--- src/rtl/psmc_pkg.sv ---
// Package: shared constants and payload types of the pivot search corner block
`default_nettype none
package psmc_pkg;
   localparam int MAX_INTERP = 5;
   localparam int MAX_PIVOTS = 64;
   localparam int DIV_STEPS  = 16;
   localparam int ICNT_W     = 3;
   localparam int CNT_W      = 6;
   localparam logic [15:0] TOL_RESET = 16'd7;

   typedef struct packed {
      logic signed [31:0] param_value;
      logic signed [31:0] pivot_value;
      logic               pivot_last;
      logic               param_last;
   } in_type;

   typedef struct packed {
      logic              kind;
      logic [15:0]       corner_index;
      logic [15:0]       blend_t;
      logic              out_of_range;
      logic              overflow;
      logic [ICNT_W-1:0] interp_count;
      logic              last;
   } out_type;

   typedef struct packed {
      logic             search;
      logic             div_step;
      logic             finish;
      logic             scan;
      logic             emit;
      logic             emit_last;
      logic [CNT_W-1:0] index;
   } cmd_type;

   typedef struct packed {
      logic              need_div;
      logic              out_free;
      logic [ICNT_W-1:0] icount;
   } status_type;
endpackage
`default_nettype wire

--- src/rtl/psmc_ctrl.sv ---
// Controller: sequences search, divide, finish, corner scan and emission
`default_nettype none
module psmc_ctrl (
   input  wire                       clock,
   input  wire                       reset,
   input  wire                       req_valid,
   input  wire                       pivot_last,
   input  wire                       param_last,
   output logic                      req_stall,
   input  wire psmc_pkg::status_type status,
   output psmc_pkg::cmd_type         cmd
);
   localparam logic [2:0] S_IDLE = 3'd0;
   localparam logic [2:0] S_DIV  = 3'd1;
   localparam logic [2:0] S_FIN  = 3'd2;
   localparam logic [2:0] S_SCAN = 3'd3;
   localparam logic [2:0] S_EMIT = 3'd4;

   logic [2:0] state_ff, state_in;
   logic [psmc_pkg::CNT_W-1:0] cnt_ff, cnt_in;
   logic plast_ff, plast_in, lastp_ff, lastp_in;
   logic [psmc_pkg::CNT_W-1:0] corners, total;
   logic accept;

   assign corners   = psmc_pkg::CNT_W'(1) << status.icount;
   assign total     = corners + psmc_pkg::CNT_W'(status.icount);
   assign req_stall = (state_ff != S_IDLE);
   assign accept    = req_valid && !req_stall;

   always_comb begin
      state_in = state_ff;
      cnt_in   = cnt_ff;
      plast_in = plast_ff;
      lastp_in = lastp_ff;
      cmd      = '0;
      cmd.index = cnt_ff;
      unique case (state_ff)
         S_IDLE: begin
            if (accept) begin
               cmd.search = 1'b1;
               plast_in   = pivot_last;
               lastp_in   = param_last;
               cnt_in     = '0;
               if (status.need_div) state_in = S_DIV;
               else if (pivot_last) state_in = S_FIN;
            end
         end
         S_DIV: begin
            cmd.div_step = 1'b1;
            cnt_in = cnt_ff + 1'b1;
            if (cnt_ff == psmc_pkg::CNT_W'(psmc_pkg::DIV_STEPS - 1)) begin
               cnt_in   = '0;
               state_in = plast_ff ? S_FIN : S_IDLE;
            end
         end
         S_FIN: begin
            cmd.finish = 1'b1;
            cnt_in     = '0;
            state_in   = lastp_ff ? S_SCAN : S_IDLE;
         end
         S_SCAN: begin
            cmd.scan = 1'b1;
            cnt_in   = cnt_ff + 1'b1;
            if (cnt_ff == corners - 1'b1) begin
               cnt_in   = '0;
               state_in = S_EMIT;
            end
         end
         S_EMIT: begin
            if (status.out_free) begin
               cmd.emit = 1'b1;
               cnt_in   = cnt_ff + 1'b1;
               if (cnt_ff == total - 1'b1) begin
                  cmd.emit_last = 1'b1;
                  cnt_in   = '0;
                  state_in = S_IDLE;
               end
            end
         end
         default: state_in = S_IDLE;
      endcase
   end

   always_ff @(posedge clock) begin
      if (reset) begin
         state_ff <= S_IDLE;
         cnt_ff   <= '0;
         plast_ff <= 1'b0;
         lastp_ff <= 1'b0;
      end else begin
         state_ff <= state_in;
         cnt_ff   <= cnt_in;
         plast_ff <= plast_in;
         lastp_ff <= lastp_in;
      end
   end

   a_div_len: assert property (@(posedge clock) disable iff (reset)
      (state_ff == S_DIV) |-> (cnt_ff < psmc_pkg::CNT_W'(psmc_pkg::DIV_STEPS)))
      else $error("divide step count out of range");
   a_emit_end: assert property (@(posedge clock) disable iff (reset)
      cmd.emit_last |=> (state_ff == S_IDLE))
      else $error("emission did not end");
   a_stall_busy: assert property (@(posedge clock) disable iff (reset)
      (state_ff == S_SCAN) |-> req_stall)
      else $error("input taken during scan");
endmodule
`default_nettype wire

--- src/rtl/psmc_datapath.sv ---
// Datapath: pivot search, serial divider, index state, corner sums and output register
`default_nettype none
module psmc_datapath (
   input  wire                   clock,
   input  wire                   reset,
   input  wire  [15:0]           tolerance,
   input  wire psmc_pkg::in_type req_data,
   input  wire                   rsp_stall,
   output logic                  rsp_valid,
   output psmc_pkg::out_type     rsp_data,
   input  wire psmc_pkg::cmd_type cmd,
   output psmc_pkg::status_type  status
);
   localparam int IW = psmc_pkg::ICNT_W;

   logic signed [31:0] prev_ff, prev_in;
   logic decided_ff, decided_in;
   logic [7:0] seg_ff, seg_in, pcnt_ff, pcnt_in;
   logic [15:0] base_ff, base_in, stride_ff, stride_in;
   logic [IW-1:0] icnt_ff, icnt_in;
   logic [15:0] strides_ff [psmc_pkg::MAX_INTERP];
   logic [15:0] blends_ff  [psmc_pkg::MAX_INTERP];
   logic clamp_ff, clamp_in, ovf_ff, ovf_in, sint_ff, sint_in;
   logic [33:0] rem_ff, rem_in, den_ff, den_in;
   logic [15:0] q_ff, q_in;
   logic out_valid_ff, out_valid_in;
   psmc_pkg::out_type out_ff, out_in;
   logic wr_interp;

   logic signed [33:0] p34, pv34, tol34, lo, hi, prev34, num, den;
   logic in_range, single, need_div;
   logic [33:0] r2;
   logic [7:0] seg_eff;
   logic [23:0] seg_prod, str_prod;
   logic [24:0] base_sum;
   logic [18:0] csum;
   logic [psmc_pkg::CNT_W-1:0] corners, bidx;
   logic [psmc_pkg::MAX_INTERP-1:0] kbits;

   assign p34    = {{2{req_data.param_value[31]}}, req_data.param_value};
   assign pv34   = {{2{req_data.pivot_value[31]}}, req_data.pivot_value};
   assign tol34  = {18'd0, tolerance};
   assign prev34 = {{2{prev_ff[31]}}, prev_ff};
   assign lo     = pv34 - tol34;
   assign hi     = pv34 + tol34;
   assign num    = p34 - prev34;
   assign den    = pv34 - prev34;
   assign in_range = (pcnt_ff < 8'(psmc_pkg::MAX_PIVOTS));
   assign single   = req_data.pivot_last && (pcnt_ff == 8'd0);
   assign need_div = in_range && !decided_ff && (pcnt_ff != 8'd0) && (p34 < hi)
                     && !(lo < p34) && (num > 0) && (den > 0);
   assign r2 = {rem_ff[32:0], 1'b0};

   assign seg_eff  = decided_ff ? seg_ff : ((pcnt_ff != 8'd0) ? pcnt_ff - 8'd1 : 8'd0);
   assign seg_prod = seg_eff * stride_ff;
   assign str_prod = stride_ff * pcnt_ff;
   assign base_sum = 25'(base_ff) + 25'(seg_prod);

   assign corners = psmc_pkg::CNT_W'(1) << icnt_ff;
   assign kbits   = cmd.index[psmc_pkg::MAX_INTERP-1:0];
   assign bidx    = cmd.index - corners;

   always_comb begin
      csum = 19'(base_ff);
      for (int b = 0; b < psmc_pkg::MAX_INTERP; b++) begin
         if (kbits[b]) csum = csum + 19'(strides_ff[b]);
      end
   end

   assign status.need_div = need_div;
   assign status.out_free = !out_valid_ff || !rsp_stall;
   assign status.icount   = icnt_ff;

   always_comb begin
      prev_in = prev_ff; decided_in = decided_ff; seg_in = seg_ff; pcnt_in = pcnt_ff;
      base_in = base_ff; stride_in = stride_ff; icnt_in = icnt_ff;
      clamp_in = clamp_ff; ovf_in = ovf_ff; sint_in = sint_ff;
      rem_in = rem_ff; den_in = den_ff; q_in = q_ff;
      out_in = out_ff; wr_interp = 1'b0;
      out_valid_in = rsp_stall ? out_valid_ff : 1'b0;
      if (cmd.search) begin
         if (in_range) begin
            pcnt_in = pcnt_ff + 8'd1;
            prev_in = req_data.pivot_value;
            if (!decided_ff) begin
               if (pcnt_ff == 8'd0) begin
                  if (single) begin
                     if (!(lo < p34 && p34 < hi)) clamp_in = 1'b1;
                     seg_in = 8'd0; decided_in = 1'b1;
                  end else if (p34 < lo) begin
                     seg_in = 8'd0; clamp_in = 1'b1; decided_in = 1'b1;
                  end else if (p34 < hi) begin
                     seg_in = 8'd0; decided_in = 1'b1;
                  end
               end else if (p34 < hi) begin
                  decided_in = 1'b1;
                  if (lo < p34) begin
                     seg_in = pcnt_ff;
                  end else begin
                     seg_in  = pcnt_ff - 8'd1;
                     sint_in = 1'b1;
                     q_in    = 16'd0;
                     rem_in  = 34'(num);
                     den_in  = 34'(den);
                  end
               end
            end
         end else begin
            ovf_in = 1'b1;
         end
      end
      if (cmd.div_step) begin
         if (r2 >= den_ff) begin
            rem_in = r2 - den_ff;
            q_in   = {q_ff[14:0], 1'b1};
         end else begin
            rem_in = r2;
            q_in   = {q_ff[14:0], 1'b0};
         end
      end
      if (cmd.finish) begin
         if (!decided_ff) clamp_in = 1'b1;
         if (sint_ff) begin
            if (icnt_ff < IW'(psmc_pkg::MAX_INTERP)) begin
               wr_interp = 1'b1;
               icnt_in   = icnt_ff + 1'b1;
            end else begin
               ovf_in = 1'b1;
            end
         end
         if (base_sum[24:16] != 9'd0 || str_prod[23:16] != 8'd0) ovf_in = 1'b1;
         base_in   = base_sum[15:0];
         stride_in = str_prod[15:0];
         prev_in = '0; decided_in = 1'b0; seg_in = '0; pcnt_in = '0; sint_in = 1'b0;
      end
      if (cmd.scan) begin
         if (csum[18:16] != 3'd0) ovf_in = 1'b1;
      end
      if (cmd.emit) begin
         out_valid_in = 1'b1;
         out_in.out_of_range = clamp_ff;
         out_in.overflow     = ovf_ff;
         out_in.interp_count = icnt_ff;
         out_in.last         = cmd.emit_last;
         if (cmd.index < corners) begin
            out_in.kind         = 1'b0;
            out_in.corner_index = csum[15:0];
            out_in.blend_t      = 16'd0;
         end else begin
            out_in.kind         = 1'b1;
            out_in.corner_index = 16'd0;
            out_in.blend_t      = blends_ff[bidx[IW-1:0]];
         end
         if (cmd.emit_last) begin
            base_in = '0; stride_in = 16'd1; icnt_in = '0;
            clamp_in = 1'b0; ovf_in = 1'b0;
         end
      end
   end

   always_ff @(posedge clock) begin
      if (reset) begin
         prev_ff <= '0; decided_ff <= 1'b0; seg_ff <= '0; pcnt_ff <= '0;
         base_ff <= '0; stride_ff <= 16'd1; icnt_ff <= '0;
         clamp_ff <= 1'b0; ovf_ff <= 1'b0; sint_ff <= 1'b0;
         out_valid_ff <= 1'b0;
      end else begin
         prev_ff <= prev_in; decided_ff <= decided_in; seg_ff <= seg_in; pcnt_ff <= pcnt_in;
         base_ff <= base_in; stride_ff <= stride_in; icnt_ff <= icnt_in;
         clamp_ff <= clamp_in; ovf_ff <= ovf_in; sint_ff <= sint_in;
         out_valid_ff <= out_valid_in;
      end
   end

   always_ff @(posedge clock) begin
      rem_ff <= rem_in;
      den_ff <= den_in;
      q_ff   <= q_in;
      out_ff <= out_in;
      if (wr_interp) begin
         strides_ff[icnt_ff] <= stride_ff;
         blends_ff[icnt_ff]  <= q_ff;
      end
   end

   assign rsp_valid = out_valid_ff;
   assign rsp_data  = out_ff;

   a_icnt: assert property (@(posedge clock) disable iff (reset)
      icnt_ff <= IW'(psmc_pkg::MAX_INTERP))
      else $error("interpolation count past limit");
   a_rem: assert property (@(posedge clock) disable iff (reset)
      cmd.div_step |-> (rem_ff < den_ff))
      else $error("divider remainder not below divisor");
   a_clear: assert property (@(posedge clock) disable iff (reset)
      cmd.emit_last |=> (icnt_ff == '0 && base_ff == 16'd0 && !ovf_ff && !clamp_ff))
      else $error("set state not cleared after emission");
   a_pcnt: assert property (@(posedge clock) disable iff (reset)
      pcnt_ff <= 8'(psmc_pkg::MAX_PIVOTS))
      else $error("pivot count past limit");
endmodule
`default_nettype wire

--- src/rtl/pivot_search_multilinear_corners_top.sv ---
// Top level: pivot search with multilinear corner indexing, register port and channels
//
// channel   direction  handshake                 payload
// req_      in         req_valid / req_stall     psmc_pkg::in_type
// rsp_      out        rsp_valid / rsp_stall     psmc_pkg::out_type
// csr       in/out     psel penable pwrite pready tolerance at byte address 0
//
// A pivot transaction is taken while idle; a pivot that opens a segment with the value
// above its lower pivot adds a divide of a 16-bit quotient (one quotient bit per cycle
// in the serial divider), and a last pivot adds a finish step. After the last parameter,
// the scan checks the 2^n corner sums for overflow, then 2^n + n result transactions
// leave at one per cycle while rsp_stall is low.
// Reset is synchronous and clears all control state; tolerance returns to 7.
`default_nettype none
module pivot_search_multilinear_corners_top (
   input  wire                   clock,
   input  wire                   reset,
   input  wire                   req_valid,
   output logic                  req_stall,
   input  wire psmc_pkg::in_type req_data,
   output logic                  rsp_valid,
   input  wire                   rsp_stall,
   output psmc_pkg::out_type     rsp_data,
   input  wire                   psel,
   input  wire                   penable,
   input  wire                   pwrite,
   input  wire  [2:0]            paddr,
   input  wire  [31:0]           pwdata,
   output logic [31:0]           prdata,
   output logic                  pready
);
   logic [15:0] tol_ff, tol_in;
   psmc_pkg::cmd_type    cmd;
   psmc_pkg::status_type status;

   assign pready = 1'b1;
   assign tol_in = (psel && penable && pwrite && paddr[2] == 1'b0) ? pwdata[15:0] : tol_ff;
   assign prdata = (paddr[2] == 1'b0) ? {16'd0, tol_ff} : 32'd0;

   always_ff @(posedge clock) begin
      if (reset) tol_ff <= psmc_pkg::TOL_RESET;
      else       tol_ff <= tol_in;
   end

   psmc_ctrl u_ctrl (
      .clock      (clock),
      .reset      (reset),
      .req_valid  (req_valid),
      .pivot_last (req_data.pivot_last),
      .param_last (req_data.param_last),
      .req_stall  (req_stall),
      .status     (status),
      .cmd        (cmd)
   );

   psmc_datapath u_dp (
      .clock     (clock),
      .reset     (reset),
      .tolerance (tol_ff),
      .req_data  (req_data),
      .rsp_stall (rsp_stall),
      .rsp_valid (rsp_valid),
      .rsp_data  (rsp_data),
      .cmd       (cmd),
      .status    (status)
   );
endmodule
`default_nettype wire
--- config.mk ---
export PLATFORM = sky130hd
export DESIGN_NAME = pivot_search_multilinear_corners_top
export DESIGN_NICKNAME = d
export VERILOG_FILES = /design/src/rtl/psmc_pkg.sv /design/src/rtl/psmc_ctrl.sv /design/src/rtl/psmc_datapath.sv /design/src/rtl/pivot_search_multilinear_corners_top.sv
export SDC_FILE = /design/constraint.sdc
export NUM_CORES = 2
export LEC_CHECK = 0
export CORE_ASPECT_RATIO = 1.2
export CORE_MARGIN = 5
export CORE_UTILIZATION = 45
export DETAILED_ROUTE_END_ITERATION = 16
export DONT_BUFFER_PORTS = 1
export GPL_ROUTABILITY_DRIVEN = 0
export GPL_TIMING_DRIVEN = 0
export PLACE_DENSITY = 0.72
export SYNTH_ARGS = -nofsm -noshare
export SYNTH_HDL_FRONTEND = slang
export SYNTH_HIERARCHICAL = 1
export SYNTH_SLANG_ARGS = --single-unit
--- constraint.sdc ---
create_clock -name clock -period 6.85 [get_ports clock]
set_input_delay 0.685 -clock clock [delete_from_list [all_inputs] [get_ports clock]]
set_output_delay 0.685 -clock clock [all_outputs]
set_load 0.03 [all_outputs]
==> flow_metrics.tcl <==
set metrics [dict create \
    design.final.nets 4961 \
    power_density_mw_per_mm2 166 \
    crit_path_start "u_dp/strides_ff[0][1]" \
    synthesis.area_mm2 0.0375 \
    number_of_global_route_vias_before_repair 30700 \
    netlist-cell-type-count 109 \
    layout_setup_ws_ns -0.711 \
    grt_util_all_layers_pct 23.1 \
    worst_hold_path_type "input pin to flop" \
    slew_headroom_pct 11.9 \
    synthesis.area_per_instance_um2 9.15 \
    cts.clk_slew.worst_paths_ns 0.06 \
    placementRows 116 \
    globalRoute.totalOverflow 0 \
    timing.critical_path.arrival_ns 8.03 \
    rr_startpoint "u_dp/strides_ff[0][1]" \
    synth_edf_count 281 \
    drt_pre_antenna_iters 7 \
    routed_wl_um 107000 \
    period_needed_ns 7.56 \
    detailedPlacementHpwl_um 81200 \
    synthArstFlopShare_pct 0 \
    portBuffers 0 \
    synth_cells 4092 \
    min_from "reset" \
    floorplan.io_pins 182 \
    measured_slew_at_the_worst_slew_check_pin_ns 1.30 \
    clkSinkCount 396 \
    yosys.area.top_type_share_pct 22.5 \
    initialDrtViolationCount 2114 \
    area_growth_pct 14.3 \
    core_area_mm2 0.0830 \
    regToRegEndpoint "u_dp/ovf_ff" \
    numCtsBuffers 46 \
    ff2ff_setup_slack_ns -0.71 \
    setup-violations-final 3 \
    fin_worst_skew_ns 0.0462 \
    die_y_um 326 \
    critical_path.endpoint_type "flop" \
    initial_core_util_pct 45.1 \
    detail_route.drc_violations 0 \
    cts-root-buf "sky130_fd_sc_hd__clkbuf_16" \
    critical_path.slowest_cell "sky130_fd_sc_hd__fa_2" \
    netlist_top_cells_area "sky130_fd_sc_hd__edfxtp_1 23%, sky130_fd_sc_hd__ha_1 13%, sky130_fd_sc_hd__fa_1 10%" \
    status "complete, but fails checks" \
    reg2reg_depth 35 \
    synth-seq-area-share_pct 28.7 \
    dp_cells 5241 \
    vias_per_cell 5.67 \
    initial_antenna_violation_count 1 \
    fin_util_pct 51.6 \
    place_ws_ns -1.45 \
    postRouteAntennaNets 0 \
    irDropWorstVdd_mv 0.180 \
    htreeDepth 2 \
    ys.warnings.count 6 \
    ctsLongestPathBuffers 3 \
    drv.max_cap_violation_count 0 \
    violations "setup timing" \
    layout-drive-gt1-share_pct 11.9 \
    die_area_mm2 0.0891 \
    via_count 30800 \
    period_share_pct 110 \
    critical_path.max_fanout 4 \
    clk_latency_ns 0.62 \
    postSynth.topFlopCell "sky130_fd_sc_hd__edfxtp_1" \
    n_fill_cell 7479 \
    p_leak_uw 0.0181 \
    multi_input_area_mm2 0.0257 \
    grt_start_max_net_pins 38 \
    seq_area_mm2 0.0108 \
    final_max_slew_viol_count 0 \
    die_w_um 273 \
    ws_path_type "flop to flop" \
    hold_violations 0 \
    path_common_cell "sky130_fd_sc_hd__a21oi_2" \
    timing.critical_path.slowest_cell_delay_ns 0.45 \
    grt_pass1_wl_um 165000 \
    ys_seq_elements 396 \
    cts_tree "yes" \
    worst_ep_required_time_ns 7.32 \
    setup_repair_after_global_routing_missed_its_margin "yes" \
    netlist.top_cell.by_area "sky130_fd_sc_hd__edfxtp_1" \
    timing.critical_path.to "u_dp/ovf_ff" \
    fmaxAchievable_mhz 132 \
    cp-start-kind "flop" \
    route.detailed.wl_per_inst_um 19.7 \
    finalNonFillerCells 5429 \
]
-- kinds of logic (layout without fill, tap and decap cells) --
logic type	after synthesis	after routing	share of synthesized area, %
buffers and inverters	588	787	6.19
other	2	18	0.0200
multiplexers	121	121	3.88
adder cells (fa/ha/maj)	580	580	23.3
XOR/XNOR	228	228	5.39
flip-flops	396	396	28.7
AO/OA/AOI/OAI	900	900	15.8
AND/OR/NAND/NOR	1277	1278	16.8
-- critical path, delay by kind of cell (launching register included) --
family / cells / cell delay, ns
adders and majority gates: 5 / 1.62
DFF: 1 / 0.39
xor gates and xnor gates: 2 / 0.37
and+or+nand+nor: 8 / 1.36
muxes: 2 / 0.58
AOI/OAI and AO/OA: 17 / 2.97
buffers and inverters: 1 / 0.16
-- layout make-up --
cell class	count	area share, %
Buffer	153	1.80
Tap cell	1121	3.28
Inverter	432	3.79
Timing Repair Buffer	120	2.40
Antenna cell	1	0.00584
Sequential cell	396	25.1
Clock buffer	53	2.82
Multi-Input combinational cell	3124	59.9
Clock inverter	29	0.850
-- metal layers --
metal  vias up  global-route usage, %  share of wire (%)
met5         -                      0                  0
met4         0                   9.78                5.1
met3       291                   4.23                6.4
met2       997                   40.8                 49
met1     14900                   27.5                 39
li1      14600                      -                  -
-- power by group --
| part | internal [uW] | leakage, uW | switching [uW] |
|---|---|---|---|
| registers | 2650 | 0.00351 | 59.0 |
| logic | 758 | 0.0139 | 1130 |
| clock network | 1470 | 0.000752 | 1060 |
| total | 4880 | 0.0181 | 2250 |
-- through the flow --
stage	total power [uW]	setup TNS, ns	area, um^2	hold WS (ns)
final	7120	-1.15	42800	0.176
after global routing	7450	-3.01	42800	0.156
after global placement	4420	-118.44	39100	0.430
after floorplan	4040	-0.0583	37700	0.400
after detailed placement	4450	-75.50	39300	0.436
after CTS	7100	-0.658	42400	0.145
-- sequential cells by signal, indices dropped and copies added (netlist names), 3 cells and up --
signal and count:
u_dp/blends_ff 80, u_dp/strides_ff 80, u_dp/rsp_data 39, u_dp/den_ff 33
u_dp/rem_ff 33, u_dp/prev_ff 32, tol_ff 16, u_dp/base_ff 16
u_dp/q_ff 16, u_dp/stride_ff 16, u_dp/pcnt_ff 8, u_dp/seg_ff 8
u_ctrl/cnt_ff 6, u_ctrl/state_ff 3, u_dp/icnt_ff 3
-- cells in the mapped netlist, types with 30 or more instances --
master	instances
sky130_fd_sc_hd__xnor2_1	153
sky130_fd_sc_hd__nand4_1	39
sky130_fd_sc_hd__ha_1	385
sky130_fd_sc_hd__nand2b_1	72
sky130_fd_sc_hd__fa_1	195
sky130_fd_sc_hd__and2_1	157
sky130_fd_sc_hd__a211oi_1	41
sky130_fd_sc_hd__clkbuf_1	115
sky130_fd_sc_hd__edfxtp_1	281
sky130_fd_sc_hd__nor2b_1	90
sky130_fd_sc_hd__o21ai_0	131
sky130_fd_sc_hd__o21a_1	47
sky130_fd_sc_hd__nor2_1	274
sky130_fd_sc_hd__xor2_1	73
sky130_fd_sc_hd__inv_1	430
sky130_fd_sc_hd__mux2i_1	72
sky130_fd_sc_hd__and3_1	30
sky130_fd_sc_hd__nand2_1	387
sky130_fd_sc_hd__dfxtp_1	115
sky130_fd_sc_hd__mux2_2	33
sky130_fd_sc_hd__o21bai_1	32
sky130_fd_sc_hd__a21oi_1	291
sky130_fd_sc_hd__nor3_1	66
sky130_fd_sc_hd__nand3_1	64
sky130_fd_sc_hd__a21o_1	98
-- cells in the final DEF, fill, tap and decap left out, drive strengths merged, types with 161 or more instances in the layout --
| cell type | netlist | final |
|---|---|---|
| a21oi | 298 | 298 |
| buf | 41 | 161 |
| clkbuf | 115 | 165 |
| edfxtp | 281 | 281 |
| fa | 195 | 195 |
| ha | 385 | 385 |
| inv | 431 | 431 |
| nand2 | 388 | 388 |
| nor2 | 274 | 274 |
-- worst min-delay path by stage --
stage                     slack, ns                to  cells past startpoint
after floorplan                0.40  u_dp/rsp_data[4]                      0
after global placement         0.43  u_dp/rsp_data[5]                      0
after detailed placement       0.44  u_dp/rsp_data[5]                      0
after CTS                      0.14    u_dp/rsp_valid                      1
after global routing           0.16    u_dp/rsp_valid                      1
final                          0.18    u_dp/rsp_valid                      1
-- what timing repair did --
action | in CTS | in global routing
cloned | 1 | 0
pin swaps | 109 | 68
setup buffers | 84 | 27
hold buffers | 0 | 0
endpoints found under the setup margin | 63 | 9
gates resized for setup | 169 | 62
No activity file was read; power rests on OpenSTA's default activity.
